==> config.mk <==
export PLATFORM = sky130hd
export DESIGN_NAME = audio_mip_pyramid_builder_flat
export DESIGN_NICKNAME = d
export VERILOG_FILES = /design/src/sv/amp_pkg.sv /design/src/sv/amp_if.sv /design/src/sv/amp_cell.sv /design/src/sv/amp_ser.sv /design/src/sv/audio_mip_pyramid_builder.sv /design/src/flat_wrapper.sv
export SDC_FILE = /design/constraint.sdc
export NUM_CORES = 2
export LEC_CHECK = 0
export ABC_AREA = 1
export BUFFER_PORTS_ARGS = -buffer_cell sky130_fd_sc_hd__buf_2
export CORE_UTILIZATION = 63
export DETAILED_ROUTE_END_ITERATION = 8
export MAX_ROUTING_LAYER = met4
export PLACE_DENSITY = 0.79
export SYNTH_ARGS = -nofsm -noshare
export SYNTH_HDL_FRONTEND = slang
export SYNTH_SLANG_ARGS = --single-unit
==> constraint.sdc <==
create_clock -name clk_i -period 15 [get_ports clk_i]
set_clock_uncertainty 0.15 [all_clocks]
set_input_delay 1.5 -clock clk_i [delete_from_list [all_inputs] [get_ports clk_i]]
set_output_delay 1.5 -clock clk_i [all_outputs]
set_load 0.01 [all_outputs]
==> src/sv/amp_pkg.sv <==
// Package for the audio mip pyramid builder: sizes, the chain record type
// and the result sequencer's phase type. Depends on nothing.
`default_nettype none

package amp_pkg;

  localparam int BUFFER_SIZE = 1024;
  localparam int LEVELS      = 11;
  localparam int FRAC_BITS   = 14;
  localparam int MAX_RESULTS = 33;

  localparam int CNT_W  = $clog2(BUFFER_SIZE);
  localparam int LVL_W  = 4;
  localparam int POS_W  = 11;
  localparam int VAL_W  = 15;
  localparam int SMP_W  = 16;
  localparam int EMIT_W = $clog2(MAX_RESULTS + 1);

  localparam logic [VAL_W-1:0] ONE = VAL_W'(1 << FRAC_BITS);

  typedef logic [VAL_W-1:0] val_t;

  // One item as it travels along the row of level cells.
  typedef struct packed {
    logic                   valid;
    logic                   alive;
    logic [CNT_W-1:0]       idx;
    logic [LVL_W-1:0]       top;
    val_t                   cur;
    val_t [LEVELS-1:0]      vals;
  } rec_t;

  typedef enum logic [2:0] {
    PH_LEAD0,
    PH_LEAD1,
    PH_ENTRY,
    PH_TRAIL0,
    PH_TRAIL1
  } phase_e;

endpackage

`default_nettype wire

==> src/sv/amp_if.sv <==
// Channel interfaces of the audio mip pyramid builder: sample input and
// result output. Depends on amp_pkg.
`default_nettype none

interface amp_in_if;
  logic                              valid;
  logic                              ready;
  logic signed [amp_pkg::SMP_W-1:0]  sample;

  modport source (output valid, output sample, input ready);
  modport sink   (input valid, input sample, output ready);
endinterface

interface amp_out_if;
  logic                       valid;
  logic                       ready;
  logic [amp_pkg::LVL_W-1:0]  level;
  logic [amp_pkg::POS_W-1:0]  position;
  logic [amp_pkg::VAL_W-1:0]  value;
  logic                       frame_end;
  logic                       last;

  modport source (output valid, output level, output position, output value,
                  output frame_end, output last, input ready);
  modport sink   (input valid, input level, input position, input value,
                  input frame_end, input last, output ready);
endinterface

`default_nettype wire

==> src/sv/amp_cell.sv <==
// One level cell of the pyramid row: keeps the pending pair value of its
// level and forms the average for the next cell. Depends on amp_pkg.
`default_nettype none

module amp_cell (
  input  wire                          clk_i,
  input  wire                          rst_ni,
  input  wire                          en_i,
  input  wire  [amp_pkg::LVL_W-1:0]    lvl_i,
  input  wire  amp_pkg::rec_t          rec_i,
  output amp_pkg::rec_t                rec_o
);

  amp_pkg::rec_t                rec_q, rec_d;
  amp_pkg::val_t                pend_q;
  logic                         pend_we;
  logic [amp_pkg::CNT_W-1:0]    idx_l;
  logic [amp_pkg::CNT_W-1:0]    hi_idx;
  logic [amp_pkg::CNT_W:0]      hi_cnt;
  logic [amp_pkg::VAL_W:0]      sum;

  always_comb begin
    idx_l  = rec_i.idx >> lvl_i;
    hi_idx = idx_l >> 1;
    hi_cnt = (($bits(hi_cnt))'(amp_pkg::BUFFER_SIZE) >> lvl_i) >> 1;
    sum    = {1'b0, pend_q} + {1'b0, rec_i.cur};
  end

  always_comb begin
    rec_d   = rec_i;
    pend_we = 1'b0;
    if (rec_i.valid && rec_i.alive) begin
      rec_d.vals[lvl_i] = rec_i.cur;
      rec_d.top         = lvl_i;
      if (lvl_i == amp_pkg::LVL_W'(amp_pkg::LEVELS - 1)) begin
        rec_d.alive = 1'b0;
      end else if (!idx_l[0]) begin
        pend_we     = 1'b1;
        rec_d.alive = 1'b0;
      end else if ({1'b0, hi_idx} >= hi_cnt) begin
        rec_d.alive = 1'b0;
      end else begin
        rec_d.cur = sum[amp_pkg::VAL_W:1];
      end
    end
  end

  always_ff @(posedge clk_i or negedge rst_ni) begin
    if (!rst_ni) begin
      rec_q <= '0;
    end else if (en_i) begin
      rec_q <= rec_d;
    end
  end

  always_ff @(posedge clk_i) begin
    if (en_i && pend_we) begin
      pend_q <= rec_i.cur;
    end
  end

  assign rec_o = rec_q;

endmodule

`default_nettype wire

==> src/sv/amp_ser.sv <==
// Result sequencer at the end of the cell row: walks the borders and
// entries of every level that one item reached, one result per cycle while
// the receiver is ready. Depends on amp_pkg and amp_if.
`default_nettype none

module amp_ser (
  input  wire            clk_i,
  input  wire            rst_ni,
  input  wire  amp_pkg::rec_t  rec_i,
  output logic           take_o,
  amp_out_if.source      res_o
);

  amp_pkg::rec_t                 rec_q, rec_d;
  logic                          busy_q, busy_d;
  logic [amp_pkg::LVL_W-1:0]     lv_q, lv_d;
  amp_pkg::phase_e               ph_q, ph_d;
  logic [amp_pkg::EMIT_W-1:0]    emit_q, emit_d;

  logic [amp_pkg::CNT_W-1:0]     idx_l;
  logic [amp_pkg::CNT_W-1:0]     low_mask;
  logic [amp_pkg::POS_W-1:0]     cnt_l;
  logic                          last_ent;
  logic                          next_first;
  logic                          is_last;
  amp_pkg::phase_e               adv_ph;
  logic [amp_pkg::LVL_W-1:0]     adv_lv;

  always_comb begin
    idx_l      = rec_q.idx >> lv_q;
    low_mask   = ~({amp_pkg::CNT_W{1'b1}} << lv_q);
    cnt_l      = amp_pkg::POS_W'(amp_pkg::BUFFER_SIZE) >> lv_q;
    last_ent   = &(rec_q.idx | low_mask);
    next_first = (idx_l >> 1) == '0;
  end

  // Output decode.
  always_comb begin
    is_last = (emit_q == amp_pkg::EMIT_W'(amp_pkg::MAX_RESULTS - 1)) ||
              (lv_q == rec_q.top &&
               ((ph_q == amp_pkg::PH_ENTRY && !last_ent) || ph_q == amp_pkg::PH_TRAIL1));
    res_o.valid    = busy_q;
    res_o.level    = lv_q;
    res_o.value    = rec_q.vals[lv_q];
    res_o.last     = is_last;
    res_o.frame_end = is_last &&
                      (rec_q.idx == amp_pkg::CNT_W'(amp_pkg::BUFFER_SIZE - 1));
    case (ph_q)
      amp_pkg::PH_LEAD0:  res_o.position = '0;
      amp_pkg::PH_LEAD1:  res_o.position = amp_pkg::POS_W'(1);
      amp_pkg::PH_ENTRY:  res_o.position = amp_pkg::POS_W'(idx_l) + amp_pkg::POS_W'(2);
      amp_pkg::PH_TRAIL0: res_o.position = cnt_l + amp_pkg::POS_W'(2);
      amp_pkg::PH_TRAIL1: res_o.position = cnt_l + amp_pkg::POS_W'(3);
      default:            res_o.position = '0;
    endcase
    take_o = !busy_q || (res_o.ready && is_last);
  end

  // Next state.
  always_comb begin
    adv_lv = lv_q;
    case (ph_q)
      amp_pkg::PH_LEAD0:  adv_ph = amp_pkg::PH_LEAD1;
      amp_pkg::PH_LEAD1:  adv_ph = amp_pkg::PH_ENTRY;
      amp_pkg::PH_ENTRY: begin
        if (last_ent) begin
          adv_ph = amp_pkg::PH_TRAIL0;
        end else begin
          adv_lv = lv_q + amp_pkg::LVL_W'(1);
          adv_ph = next_first ? amp_pkg::PH_LEAD0 : amp_pkg::PH_ENTRY;
        end
      end
      amp_pkg::PH_TRAIL0: adv_ph = amp_pkg::PH_TRAIL1;
      amp_pkg::PH_TRAIL1: begin
        adv_lv = lv_q + amp_pkg::LVL_W'(1);
        adv_ph = next_first ? amp_pkg::PH_LEAD0 : amp_pkg::PH_ENTRY;
      end
      default:            adv_ph = amp_pkg::PH_ENTRY;
    endcase

    busy_d = busy_q;
    rec_d  = rec_q;
    lv_d   = lv_q;
    ph_d   = ph_q;
    emit_d = emit_q;
    if (take_o) begin
      busy_d = rec_i.valid;
      if (rec_i.valid) begin
        rec_d  = rec_i;
        lv_d   = '0;
        ph_d   = (rec_i.idx == '0) ? amp_pkg::PH_LEAD0 : amp_pkg::PH_ENTRY;
        emit_d = '0;
      end
    end else if (res_o.ready) begin
      lv_d   = adv_lv;
      ph_d   = adv_ph;
      emit_d = emit_q + amp_pkg::EMIT_W'(1);
    end
  end

  always_ff @(posedge clk_i or negedge rst_ni) begin
    if (!rst_ni) begin
      busy_q <= 1'b0;
      lv_q   <= '0;
      ph_q   <= amp_pkg::PH_ENTRY;
      emit_q <= '0;
    end else begin
      busy_q <= busy_d;
      lv_q   <= lv_d;
      ph_q   <= ph_d;
      emit_q <= emit_d;
    end
  end

  always_ff @(posedge clk_i) begin
    rec_q <= rec_d;
  end

endmodule

`default_nettype wire

==> src/sv/audio_mip_pyramid_builder.sv <==
// Top level of the audio mip pyramid builder: input counter and clamp, a row
// of level cells and the result sequencer. Depends on amp_pkg, amp_if,
// amp_cell and amp_ser.
// The record of a sample passes the register of every level cell and then
// the sequencer's register before its first result appears.
// Throughput: one result per cycle while the receiver is ready; a sample
// has from 1 to 33 results, about 2 on average.
// Reset clears the frame counter and all valid flags; pending pair values
// stay unknown until written.
`default_nettype none

module audio_mip_pyramid_builder (
  input  wire        clk_i,
  input  wire        rst_ni,
  amp_in_if.sink     smp_i,
  amp_out_if.source  res_o
);

  amp_pkg::rec_t               recs [amp_pkg::LEVELS+1];
  logic [amp_pkg::CNT_W-1:0]   cnt_q, cnt_d;
  logic                        en;
  logic                        take;
  logic                        in_xfer;
  amp_pkg::val_t               clamped;

  assign en          = !recs[amp_pkg::LEVELS].valid || take;
  assign smp_i.ready = en;
  assign in_xfer     = smp_i.valid && en;

  always_comb begin
    if (smp_i.sample < 0) begin
      clamped = '0;
    end else if (smp_i.sample > $signed({1'b0, amp_pkg::ONE})) begin
      clamped = amp_pkg::ONE;
    end else begin
      clamped = smp_i.sample[amp_pkg::VAL_W-1:0];
    end

    recs[0]       = '0;
    recs[0].valid = in_xfer;
    recs[0].alive = 1'b1;
    recs[0].idx   = cnt_q;
    recs[0].cur   = clamped;

    cnt_d = (cnt_q == amp_pkg::CNT_W'(amp_pkg::BUFFER_SIZE - 1)) ? '0
          : cnt_q + amp_pkg::CNT_W'(1);
  end

  always_ff @(posedge clk_i or negedge rst_ni) begin
    if (!rst_ni) begin
      cnt_q <= '0;
    end else if (in_xfer) begin
      cnt_q <= cnt_d;
    end
  end

  for (genvar g = 0; g < amp_pkg::LEVELS; g++) begin : g_cell
    amp_cell u_cell (
      .clk_i  (clk_i),
      .rst_ni (rst_ni),
      .en_i   (en),
      .lvl_i  (amp_pkg::LVL_W'(g)),
      .rec_i  (recs[g]),
      .rec_o  (recs[g+1])
    );
  end

  amp_ser u_ser (
    .clk_i  (clk_i),
    .rst_ni (rst_ni),
    .rec_i  (recs[amp_pkg::LEVELS]),
    .take_o (take),
    .res_o  (res_o)
  );

endmodule

`default_nettype wire

==> src/flat_wrapper.sv <==
// flat-port wrapper written by rule: the top's interface ports become plain ports
module audio_mip_pyramid_builder_flat 
  (clk_i, rst_ni, smp_i_valid, smp_i_sample, smp_i_ready, res_o_valid, res_o_level, res_o_position, res_o_value, res_o_frame_end, res_o_last, res_o_ready);
  amp_in_if smp_i_i ();
  amp_out_if res_o_i ();
  input  wire clk_i;
  input  wire rst_ni;
  input wire logic [$bits(smp_i_i.valid)-1:0] smp_i_valid;
  input wire logic [$bits(smp_i_i.sample)-1:0] smp_i_sample;
  output wire logic [$bits(smp_i_i.ready)-1:0] smp_i_ready;
  output wire logic [$bits(res_o_i.valid)-1:0] res_o_valid;
  output wire logic [$bits(res_o_i.level)-1:0] res_o_level;
  output wire logic [$bits(res_o_i.position)-1:0] res_o_position;
  output wire logic [$bits(res_o_i.value)-1:0] res_o_value;
  output wire logic [$bits(res_o_i.frame_end)-1:0] res_o_frame_end;
  output wire logic [$bits(res_o_i.last)-1:0] res_o_last;
  input wire logic [$bits(res_o_i.ready)-1:0] res_o_ready;
  assign smp_i_i.valid = smp_i_valid;
  assign smp_i_i.sample = smp_i_sample;
  assign smp_i_ready = smp_i_i.ready;
  assign res_o_valid = res_o_i.valid;
  assign res_o_level = res_o_i.level;
  assign res_o_position = res_o_i.position;
  assign res_o_value = res_o_i.value;
  assign res_o_frame_end = res_o_i.frame_end;
  assign res_o_last = res_o_i.last;
  assign res_o_i.ready = res_o_ready;
  audio_mip_pyramid_builder u_core (.clk_i(clk_i), .rst_ni(rst_ni), .smp_i(smp_i_i), .res_o(res_o_i));
endmodule
==> impl_metrics.yaml <==
worst_setup_path:
  worst-setup-path-type: "reg -> out"
  arrival_ps: 4820
  cp-end-kind: "primary output"
  required_ps: 13350
  cp-start-kind: "flip-flop"
  worstPathMaxFanout: 88
floorplanning:
  coreArea_sq_um: 111000
  die_w_um: 336
  dieArea_sq_um: 113000
  num_rows: 122
  die_h_um: 336
  floorplan.initialDensity_pct: 63.5
  io_pins: 54
grt:
  grt_pass1_vias: 48430
  grt_pass1_wl_um: 258000
  gr-total-overflow: 0
  antenna_found_initial: 0
  grt_start_max_net_pins: 307
  grt_usage_pct: 29.5
sta:
  relSlewSlack_pct: 10.1
  tightest_slew_ps: 1340
  fin_crit_sh_pct: 43.1
  layout_setup_ws_ps: 8530
  finalCriticalPeriod_ps: 6470
  hold_viol_final: 0
  rsz0062_at_grt: "false"
  finalSetupViolCount: 0
  max_freq_mhz: 155
  setup_tns_ps: 0
  finalMaxSlewViolations: 0
drt:
  wl_met1_um: 73900
  route.met2.wl_um: 74200
  firstDrtPassIters: 6
  drtIter0Drc: 5102
  route.met3.wl_um: 8270
  wirelength_um: 160000
  wl_per_cell_um: 17.9
  highest_layer: "met4"
  drc_errors: 0
  viasPerCell: 5.64
  vias: 50397
  final_antenna_net_count: 0
place:
  dpl.hpwl_um: 103000
  numPortBuffers: 53
  gp_congestion: 0.890
  pre_cts_ws_ps: 8660
logic_synthesis:
  syn_inst: 7383
  synth_edf_count: 329
  synthMuxAreaShare_pct: 0
  synth-seq-cells: 1653
  synth-simple-area-share_pct: 15.4
  synth.distinct_cells: 52
  ys_seq_area_share_pct: 61.1
  syn_nets: 7565
  avgSynthCellArea_sq_um: 9.54
  synthFlopType: "dfrtp_1"
  synth-compound-area-share_pct: 12.7
  synthAdderAreaFrac_pct: 2.98
  yosys_warnings: 0
  synth_xor_area_share_pct: 1.07
  synth_top_family_by_area: "simple AND/OR/NAND/NOR gates"
  synthesis.area_sq_um: 70400
  synthArstFlopShare_pct: 80.1
cts:
  cts_resized: 0
  post_cts.repair.setup_buffers: 0
  clkTransAtPathRegs_ps: 60
  cts_sinks: 1653
  cts-root-buf: "clkbuf_16"
  worstSkewPairLatency_ps: 780
  holdBufCountCts: 0
  clock_path_buffers: 3
  ctsHtreeMaxLevel: 4
  cts_made_buffers: 163
  cts_tree: "yes"
power:
  power_frac_comb_pct: 28.2
  p_int_uw: 9490
  p_switching_uw: 5420
  total_power_uw: 14900
  p_leak_uw: 0.0356
  vdd_drop_max_mv: 0.178
  power_frac_seq_pct: 43.6
  clkPwrFrac_pct: 28.2
  powerDensity_nw_per_um2: 195
  swShare_pct: 36.3
finish:
  n_fill_cell: 8122
  drive_gt1_share_pct: 5.72
  syn2layout_area_growth_pct: 8.80
  fin_nets: 7488
worst_hold_path:
  hold_class: "reg -> reg"
job:
  cap_viol_max_count: 0
status:
  status: "finished, final reports clean"
[synthesized netlist by cell type, types with 3 or more instances]
cell type	instances	area [sq um]
a21boi_0	9	67.6
a21o_1	33	248
a21oi_1	232	1160
a221oi_1	16	140
a22oi_2	9	113
a31oi_1	6	37.5
buf_2	170	851
buf_4	69	518
buf_6	40	450
clkbuf_1	64	240
clkbuf_2	6	30.0
dfrtp_1	1323	33100
edfxtp_1	329	9880
fa_1	10	200
ha_1	152	1900
inv_1	693	2600
inv_2	6	22.5
nand2_1	2205	8280
nand2_2	6	37.5
nand3_1	193	966
nand3b_1	14	105
nand4_1	16	100
nor2_1	282	1060
nor3_1	23	115
nor3b_1	7	52.6
nor4_1	4	25.0
o211ai_1	52	390
o21ai_0	686	3430
o21ai_1	478	2390
o21ai_2	11	96.3
o21bai_1	5	37.5
o221ai_1	3	26.3
o22ai_1	102	638
o31ai_1	19	143
xnor2_1	53	464
xor2_1	33	289
[path summary, 6_finish.rpt]
| kind | startpoint | end | slack, ps | depth (start not counted) |
|---|---|---|---|---|
| max | u_core.u_ser.res_o.level[1] | smp_i_ready | 8530 | 16 |
| min | u_core.g_cell[10].u_cell.rec_o[137] | u_core.u_ser.rec_q[137] | 290 | 0 |
| max reg2reg | u_core.u_ser.res_o.level[1] | u_core.g_cell[0].u_cell.rec_o[167] | 8750 | 19 |
| min reg2reg | u_core.g_cell[10].u_cell.rec_o[137] | u_core.u_ser.rec_q[137] | 290 | 0 |
| max in group asynchronous | rst_ni | u_core.g_cell[5].u_cell.rec_o[192] | 10600 | 4 |
| min in group asynchronous | rst_ni | u_core.g_cell[9].u_cell.rec_o[172] | 540 | 1 |
[worst max-delay path, cell delays in order, from the launching register on]
cell and delay (ps):
dfrtp_2 380, buf_4 340, inv_2 100, buf_4 520
ha_1 390, inv_1 90, nand2_1 60, nand3_1 70
nand2_1 70, nor2_1 50, nand4_1 80, nand2_1 80
nand3_2 60, nand2_2 200, nand2_8 480, buf_4 650
buf_2 250
[final cells by class]
cell class	count	area, sq um	area share [%]
antenna	1	2.50	0.00327
clock buffer	238	4820	6.30
inverter	702	2650	3.46
clock inverter	67	803	1.05
sequential	1653	43000	56.1
multi-input combinational	4676	22700	29.6
timing repair buffer	110	783	1.02
tap	1488	1860	2.43
[registers in the layout (all words and copies together), names as in the netlist]
name,flops
u_core.u_ser.res_o.level,4
u_core.u_ser.emit_q,6
u_core.g_cell.u_cell.pend_q,150
u_core.g_cell.u_cell.rec_o,1300
u_core.u_ser.res_o.valid,1
u_core.u_ser.rec_q,179
u_core.cnt_q,10
u_core.u_ser.ph_q,3
[cell usage in the layout, fill, tap and decap left out, types with 33 or more instances in the layout]
| master | count |
|---|---|
| a21o_1 | 33 |
| nor2_1 | 281 |
| buf_4 | 51 |
| buf_2 | 52 |
| dfrtp_1 | 1321 |
| o21ai_1 | 478 |
| o211ai_1 | 52 |
| a21oi_1 | 232 |
| inv_1 | 692 |
| edfxtp_1 | 329 |
| nand2_1 | 2205 |
| o22ai_1 | 102 |
| xnor2_1 | 53 |
| ha_1 | 152 |
| o21ai_0 | 686 |
| clkbuf_8 | 40 |
| xor2_1 | 33 |
| nand3_1 | 193 |
| clkbuf_16 | 166 |
[power by group through the flow]
stage	Clock (uW)	Sequential [uW]	Combinational [uW]
2_1_floorplan	0	6270	3250
3_3_place_gp	0	6520	4020
3_5_place_dp	0	6560	4140
4_1_cts	4250	6490	4200
5_1_grt	4430	6610	4740
6_report	4200	6500	4210
[cells by family (layout without fill, tap and decap cells)]
kind of cell	after synthesis	count (layout)
and+or+nand+nor	2761	2761
AOI/OAI and AO/OA	1667	1667
DFF	1653	1653
buffers and inverters	1054	1117
adders and majority gates	162	162
xor gates and xnor gates	86	86
other	0	1
[metal layers]
metal  track usage [%]  up-vias
met2              44.2     1334
met5                 -        -
met3              3.84      235
met1              42.9    24757
li1                  -    24071
met4              7.72        0
[metrics by stage]
| step | cells | cell area [sq um] | util [%] | hold WS, ps |
|---|---|---|---|---|
| floorplan | 7383 | 70400 | - | 275 |
| global placement | 8629 | 71000 | 64.1 | 279 |
| detailed placement | 8629 | 71000 | 64.1 | 280 |
| CTS | 8934 | 76600 | 69.1 | 292 |
| global route | 8934 | 76600 | 69.1 | 302 |
| finish | 8935 | 76600 | 69.1 | 291 |
No activity file was read; power rests on OpenSTA's default activity.
